## src/design/ehrd_pkg.sv

```systemverilog
package ehrd_pkg;

    // sample width used by the detector
    localparam int SAMPLE_BITS = 12;
    // threshold register width
    localparam int REG_BITS = 12;
    localparam int TIME_BITS = 32;
    localparam int BPM_BITS = 16;

    // common compare width and signed working threshold width
    localparam int CMP_W = (SAMPLE_BITS > REG_BITS) ? SAMPLE_BITS : REG_BITS;
    localparam int WLT_W = CMP_W + 1;

    // stream payload widths, rounded up to whole bytes
    localparam int IN_DATA_W  = ((SAMPLE_BITS + TIME_BITS + 7) / 8) * 8;
    localparam int OUT_DATA_W = ((BPM_BITS + 7) / 8) * 8;

    // configuration port
    localparam int CFG_IDX_W  = 2;
    localparam int CFG_DATA_W = REG_BITS;
    localparam logic [CFG_IDX_W-1:0] REG_UPPER = CFG_IDX_W'(0);
    localparam logic [CFG_IDX_W-1:0] REG_LOWER = CFG_IDX_W'(1);

    localparam logic [REG_BITS-1:0] UPPER_RESET = REG_BITS'(2000);
    localparam logic [REG_BITS-1:0] LOWER_RESET = REG_BITS'(1000);
    localparam logic signed [WLT_W-1:0] FIRST_BEAT_DROP = WLT_W'(700);
    localparam logic [BPM_BITS-1:0] MS_PER_MINUTE = BPM_BITS'(60000);

    // divider step counter
    localparam int DIV_CNT_W = $clog2(BPM_BITS);
    localparam logic [DIV_CNT_W-1:0] DIV_FIRST = DIV_CNT_W'(BPM_BITS - 1);

    typedef enum logic [1:0] {
        ST_IDLE,
        ST_DIV,
        ST_OUT
    } state_t;

    // controller to datapath
    typedef struct packed {
        logic take_item;
        logic div_step;
        logic load_out;
    } dp_cmd_t;

    // datapath to controller
    typedef struct packed {
        logic div_last;
    } dp_stat_t;

endpackage

```

## src/design/ehrd_ctrl.sv

```systemverilog
module ehrd_ctrl
(
    input  logic              clk,
    input  logic              rst_n,
    input  logic              in_valid,
    output logic              in_ready,
    output logic              out_valid,
    input  logic              out_ready,
    input  ehrd_pkg::dp_stat_t stat,
    output ehrd_pkg::dp_cmd_t  cmd
);
    import ehrd_pkg::*;

    state_t state_reg;
    state_t state_next;
    logic   out_valid_reg;
    logic   out_valid_next;
    logic   slot_free;

    // state and output slot registers
    always_ff @(posedge clk or negedge rst_n)
    begin
        if (!rst_n)
        begin
            state_reg     <= ST_IDLE;
            out_valid_reg <= 1'b0;
        end
        else
        begin
            state_reg     <= state_next;
            out_valid_reg <= out_valid_next;
        end
    end

    assign slot_free = !out_valid_reg || out_ready;

    // next state and commands
    always_comb
    begin
        state_next   = state_reg;
        cmd          = '0;
        in_ready     = 1'b0;
        case (state_reg)
            ST_IDLE:
            begin
                in_ready = 1'b1;
                if (in_valid)
                begin
                    cmd.take_item = 1'b1;
                    state_next    = ST_DIV;
                end
            end
            ST_DIV:
            begin
                cmd.div_step = 1'b1;
                if (stat.div_last)
                begin
                    state_next = ST_OUT;
                end
            end
            ST_OUT:
            begin
                if (slot_free)
                begin
                    cmd.load_out = 1'b1;
                    state_next   = ST_IDLE;
                end
            end
            default:
            begin
                state_next = ST_IDLE;
            end
        endcase
    end

    // result slot: filled by the load command, emptied by a transaction
    always_comb
    begin
        if (cmd.load_out)
        begin
            out_valid_next = 1'b1;
        end
        else if (out_ready)
        begin
            out_valid_next = 1'b0;
        end
        else
        begin
            out_valid_next = out_valid_reg;
        end
    end

    assign out_valid = out_valid_reg;

endmodule

```

## src/design/ehrd_dp.sv

```systemverilog
module ehrd_dp
(
    input  logic                          clk,
    input  logic                          rst_n,
    input  ehrd_pkg::dp_cmd_t             cmd,
    output ehrd_pkg::dp_stat_t            stat,
    input  logic [ehrd_pkg::SAMPLE_BITS-1:0] sample,
    input  logic [ehrd_pkg::TIME_BITS-1:0]   time_ms,
    input  logic                          cfg_write,
    input  logic [ehrd_pkg::CFG_IDX_W-1:0]  cfg_idx,
    input  logic [ehrd_pkg::CFG_DATA_W-1:0] cfg_val,
    output logic [ehrd_pkg::BPM_BITS-1:0]   bpm,
    output logic                          rate_valid
);
    import ehrd_pkg::*;

    logic [REG_BITS-1:0]     upper_reg;
    logic signed [WLT_W-1:0] wlt_reg;
    logic signed [WLT_W-1:0] wlt_next;
    logic                    in_beat_reg;
    logic                    in_beat_next;
    logic                    first_reg;
    logic                    first_next;
    logic [TIME_BITS-1:0]    last_reg;
    logic [TIME_BITS-1:0]    last_next;
    logic [TIME_BITS-1:0]    interval_reg;
    logic [TIME_BITS-1:0]    interval_next;

    logic [CMP_W-1:0]        s_ext;
    logic signed [WLT_W-1:0] s_signed;
    logic                    rise;
    logic                    beat_mid;
    logic signed [WLT_W-1:0] wlt_mid;

    logic [BPM_BITS-1:0]     rem_reg;
    logic [BPM_BITS-1:0]     quo_reg;
    logic [DIV_CNT_W-1:0]    cnt_reg;
    logic [BPM_BITS:0]       rem_shift;
    logic                    rem_ge;
    logic [BPM_BITS-1:0]     bpm_reg;
    logic                    rate_valid_reg;

    // beat detection for the item on the input
    assign s_ext    = CMP_W'(sample);
    assign s_signed = $signed({1'b0, s_ext});
    assign rise     = (s_ext > CMP_W'(upper_reg)) && !in_beat_reg;
    assign beat_mid = in_beat_reg || rise;
    assign wlt_mid  = (rise && !first_reg) ? (s_signed - FIRST_BEAT_DROP) : wlt_reg;

    always_comb
    begin
        first_next    = first_reg;
        last_next     = last_reg;
        interval_next = interval_reg;
        if (rise)
        begin
            first_next = 1'b1;
            last_next  = time_ms;
            if (first_reg)
            begin
                interval_next = time_ms - last_reg;
            end
        end
        in_beat_next = beat_mid && !(s_signed < wlt_mid);
        wlt_next     = wlt_mid;
    end

    // thresholds and beat state
    always_ff @(posedge clk or negedge rst_n)
    begin
        if (!rst_n)
        begin
            upper_reg    <= UPPER_RESET;
            wlt_reg      <= $signed(WLT_W'(LOWER_RESET));
            in_beat_reg  <= 1'b0;
            first_reg    <= 1'b0;
            last_reg     <= '0;
            interval_reg <= '0;
        end
        else
        begin
            if (cfg_write && (cfg_idx == REG_UPPER))
            begin
                upper_reg <= cfg_val;
            end
            if (cfg_write && (cfg_idx == REG_LOWER))
            begin
                wlt_reg <= $signed(WLT_W'(cfg_val));
            end
            else if (cmd.take_item)
            begin
                wlt_reg <= wlt_next;
            end
            if (cmd.take_item)
            begin
                in_beat_reg  <= in_beat_next;
                first_reg    <= first_next;
                last_reg     <= last_next;
                interval_reg <= interval_next;
            end
        end
    end

    // restoring divider, one quotient bit per cycle, msb first
    assign rem_shift = {rem_reg, MS_PER_MINUTE[cnt_reg]};
    assign rem_ge    = {{(TIME_BITS-BPM_BITS-1){1'b0}}, rem_shift} >= interval_reg;

    always_ff @(posedge clk)
    begin
        if (cmd.take_item)
        begin
            rem_reg <= '0;
            quo_reg <= '0;
            cnt_reg <= DIV_FIRST;
        end
        else if (cmd.div_step)
        begin
            if (rem_ge)
            begin
                rem_reg <= BPM_BITS'(rem_shift - interval_reg[BPM_BITS:0]);
            end
            else
            begin
                rem_reg <= rem_shift[BPM_BITS-1:0];
            end
            quo_reg <= {quo_reg[BPM_BITS-2:0], rem_ge};
            cnt_reg <= cnt_reg - 1'b1;
        end
    end

    assign stat.div_last = (cnt_reg == '0);

    // result register, zero while no interval is known
    always_ff @(posedge clk)
    begin
        if (cmd.load_out)
        begin
            rate_valid_reg <= (interval_reg != '0);
            bpm_reg        <= (interval_reg != '0) ? quo_reg : '0;
        end
    end

    assign bpm        = bpm_reg;
    assign rate_valid = rate_valid_reg;

endmodule

```

## src/design/ecg_heart_rate_detector_unit.sv

```systemverilog
// an accepted sample runs through the divide state, then the output state loads the result register
// one sample at a time: a new one is taken once the 16-step restoring bpm divider is done and its result is loaded
// the result register lets the next item enter while a result waits to be taken
// reset (rst_n, asynchronous, active low): thresholds 2000 and 1000, no beat seen,
// interval cleared, output empty
module ecg_heart_rate_detector_unit
(
    input  logic                              clk,
    input  logic                              rst_n,
    input  logic                              s_tvalid,
    output logic                              s_tready,
    input  logic [ehrd_pkg::IN_DATA_W-1:0]    s_tdata,  // sample, time_ms
    output logic                              m_tvalid,
    input  logic                              m_tready,
    output logic [ehrd_pkg::OUT_DATA_W-1:0]   m_tdata,  // bpm
    output logic                              m_tuser,  // rate_valid
    input  logic                              cfg_valid,
    output logic                              cfg_ready,
    input  logic [ehrd_pkg::CFG_IDX_W-1:0]    cfg_index,
    input  logic [ehrd_pkg::CFG_DATA_W-1:0]   cfg_data
);
    import ehrd_pkg::*;

    dp_cmd_t             cmd;
    dp_stat_t            stat;
    logic [BPM_BITS-1:0] bpm;
    logic                rate_valid;

    // configuration writes are always taken
    assign cfg_ready = 1'b1;

    ehrd_ctrl u_ctrl
    (
        .clk       (clk),
        .rst_n     (rst_n),
        .in_valid  (s_tvalid),
        .in_ready  (s_tready),
        .out_valid (m_tvalid),
        .out_ready (m_tready),
        .stat      (stat),
        .cmd       (cmd)
    );

    ehrd_dp u_dp
    (
        .clk        (clk),
        .rst_n      (rst_n),
        .cmd        (cmd),
        .stat       (stat),
        .sample     (s_tdata[SAMPLE_BITS-1:0]),
        .time_ms    (s_tdata[SAMPLE_BITS +: TIME_BITS]),
        .cfg_write  (cfg_valid && cfg_ready),
        .cfg_idx    (cfg_index),
        .cfg_val    (cfg_data),
        .bpm        (bpm),
        .rate_valid (rate_valid)
    );

    // output packing
    assign m_tdata = OUT_DATA_W'(bpm);
    assign m_tuser = rate_valid;

endmodule

```

## config.mk

```make
export PLATFORM = sky130hd
export DESIGN_NAME = ecg_heart_rate_detector_unit
export DESIGN_NICKNAME = d
export VERILOG_FILES = /design/src/design/ehrd_pkg.sv /design/src/design/ehrd_ctrl.sv /design/src/design/ehrd_dp.sv /design/src/design/ecg_heart_rate_detector_unit.sv
export SDC_FILE = /design/constraint.sdc
export NUM_CORES = 1
export LEC_CHECK = 0
export BUFFER_PORTS_ARGS = -buffer_cell sky130_fd_sc_hd__buf_2
export CORE_UTILIZATION = 60
export CTS_BUF_LIST = sky130_fd_sc_hd__clkbuf_4 sky130_fd_sc_hd__clkbuf_8
export DETAILED_ROUTE_END_ITERATION = 16
export PLACE_DENSITY = 0.93
export SLEW_MARGIN = 10
export SYNTH_ARGS = -nofsm -noshare
export SYNTH_HDL_FRONTEND = slang
export SYNTH_HIERARCHICAL = 1
export SYNTH_SLANG_ARGS = --single-unit
```

## constraint.sdc

```tcl
create_clock -name clk -period 5.9 [get_ports clk]
set_clock_uncertainty 0.05 [all_clocks]
set_input_delay 1.475 -clock clk [delete_from_list [all_inputs] [get_ports clk]]
set_output_delay 1.475 -clock clk [all_outputs]
set_load 0.02 [all_outputs]
```

==> results.tsv <==
metric	value	unit
Final Setup Violations	0	
setup slack after layout	1.22	ns
Final Hold Violating Endpoints	0	
RSZ-0062 raised after global routing	false	
Final Wtd Congestion	0.919	
HP Class	flip-flop to flip-flop	
Post-synth EDFFs	17	
Mapped Cells	1032	
full die area	15700	um2
Power Density	547	nW/um2
fillers	1072	
DRT Pass-1 Iters	13	
Reg2Reg Setup Slack	1.90	ns
worst slew pin tran	1.13	ns
maximum buffer depth of the clock tree	2	
top post-synthesis cells by area	dfrtp_1 (22%), ha_1 (10%), dfxtp_1 (8.1%)	
first-pass GRT wire length	31500	um
PostCTS Resize Cnt	0	
total negative slack	0	ns
Seq/Total Area, Yosys	39.6	%
Worst setup EP type	flip-flop	
Leak	4.69	nW
worst slack, placed	0.818	ns
GRT Util Overall	24.3	%
CP Data Arrival Time	4.92	ns
CP required	6.14	ns
f_max	0.213	GHz
Final #Nets	1241	
wire per inst	14.0	um
Core ar.	14700	um2
ys async rst share	63.5	%
# clock sinks	148	
Antenna Nets Post-Route	0	
Register Area	3620	um2
max-capacitance violation count	0	
htree depth	4	
Synth-to-Final Area Change	10.1	%
syn avg cell area	8.86	um2
largest net degree at the start of global routing	69	
min Tclk post-route	4.68	ns
drt drc	6	
CTS Buf Count	17	
Post-synth top cells	nand2_1 (143), o21ai_0 (108), dfrtp_1 (82), inv_1 (81), ha_1 (74)	
initial antenna violation count	0	
top_reg_cell synth	dfrtp_1	
CTS clk-pin slew, worst paths	0.08	ns
outcome	finished with violations	
startpoint types	primary input	
num rows	44	
Netlist Area Pre-Place	9140	um2
chip height	125	um
Remaining Overflow, GRT	0	
final worst path period share	79.4	%
total I/O pin count	87	
DR vias/cell	5.74	
hpwl dp	12900	um
top cell type's share of synthesized area	22.4	%
slew margin rel.	24.5	%
syn_nets	1175	
Multi-input gate area	5060	um2
CTS tree	done	
PortBufs	81	
unique cell type count in the Yosys netlist	71	
leading area contributor after synthesis	dfrtp_1	
vias in the first global route	7049	
Crit Path Max Fanout	18	
layout cells sized above 1	14.2	%
synth warn	6	
clock root buffer	clkbuf_8	
Setup Buffers After CTS	0	
hold buffer count at CTS	0	
total vias in the final route	7430	
violated checks	DRC	
Post-Route WL	18100	um
Skew-Pair Late Insertion Delay	0.45	ns
Slew Viols, Final	0	
ant diodes	0	
synthesis-stage register bit count	148	
Starting Density	62.2	%
Core Util, Final	68.5	%
initial drt markers	507	
Peak VDD IR	0.297	mV
most common cell in the netlist	nand2_1	
Crit Path Category	primary input to flip-flop	
Horiz. Die Dim	125	um
## through the flow
stage	total power [W]	hold slack [ns]	cells	cell area, um2
6_report	0.00550	0.424	1295	10100
5_1_grt	0.00598	0.456	1295	10100
4_1_cts	0.00549	0.437	1295	10100
3_5_place_dp	0.00465	0.423	1263	9670
3_3_place_gp	0.00451	0.412	1263	9670
2_1_floorplan	0.00407	0.399	1032	9140
## layout by cell type, fill, tap and decap left out, drive strengths merged, types with 7 or more instances in the layout
| cell | instances |
|---|---|
| a211oi | 14 |
| a21o | 24 |
| a21oi | 59 |
| a311oi | 10 |
| a31oi | 9 |
| buf | 87 |
| clkbuf | 18 |
| dfrtp | 82 |
| dfstp | 12 |
| dfxtp | 37 |
| edfxtp | 17 |
| ha | 74 |
| inv | 82 |
| mux2i | 34 |
| nand2 | 144 |
| nand2b | 17 |
| nand3 | 7 |
| nand4 | 12 |
| nor2 | 66 |
| nor2b | 28 |
| nor3 | 8 |
| nor4 | 11 |
| o21a | 8 |
| o21ai | 117 |
| xnor2 | 27 |
| xor2 | 22 |
## critical path: stages
cell	delay, ns
buf_2	0.14
ha_1	0.30
a21o_1	0.11
a21o_1	0.10
a21oi_1	0.07
or2_1	0.28
a31oi_2	0.93
o21ai_0	0.31
ha_1	0.27
nor4_1	0.26
nand2_1	0.11
a211oi_1	0.23
a21oi_1	0.12
nand4_1	0.11
a41oi_1	0.11
## metal layers
layer  share of wire (%)  up-vias  GRT usage, %  routed length (um)
li1                    -     3725             -                   -
met1                  47     3467          32.6                8430
met2                  47      209          39.4                8530
met4                 1.5        0          8.82                 273
met3                 4.7       29          4.58                 848
met5                   0        -             0                   0
## final cells by class
type / count / area share (%)
Inverter: 81 / 3.02
Clock inverter: 14 / 1.59
Multi-Input combinational cell: 763 / 50.3
Tap cell: 184 / 2.29
Sequential cell: 148 / 35.9
Timing Repair Buffer: 87 / 4.50
Clock buffer: 18 / 2.40
## path summary, 6_finish.rpt
path / cells after the start / to / start
max: 15 / u_dp/in_beat_reg / s_tdata[5]
min: 2 / u_dp/rem_reg[0] / u_dp/rem_shift[0]
max reg2reg: 13 / u_dp/in_beat_reg / u_dp/upper_reg[9]
min reg2reg: 2 / u_dp/rem_reg[0] / u_dp/rem_shift[0]
max in group asynchronous: 2 / u_dp/interval_reg[28] / rst_n
min in group asynchronous: 1 / u_dp/wlt_reg[10] / rst_n
## power by group
group / switching [W] / internal, W
Clock: 0.000379 / 0.000418
Combinational: 0.00174 / 0.00131
Sequential: 0.000212 / 0.00145
## cells by family after synthesis
| kind of cell | share of synthesized area (%) |
|---|---|
| other cells | 0.0410 |
| compound gates | 18.9 |
| fa+ha+maj | 10.6 |
| xor+xnor | 4.69 |
| mux | 4.46 |
| flops | 39.6 |
| buf+inv | 5.28 |
| simple gates | 16.5 |
Note: power is estimated with default switching activity, not from simulation.
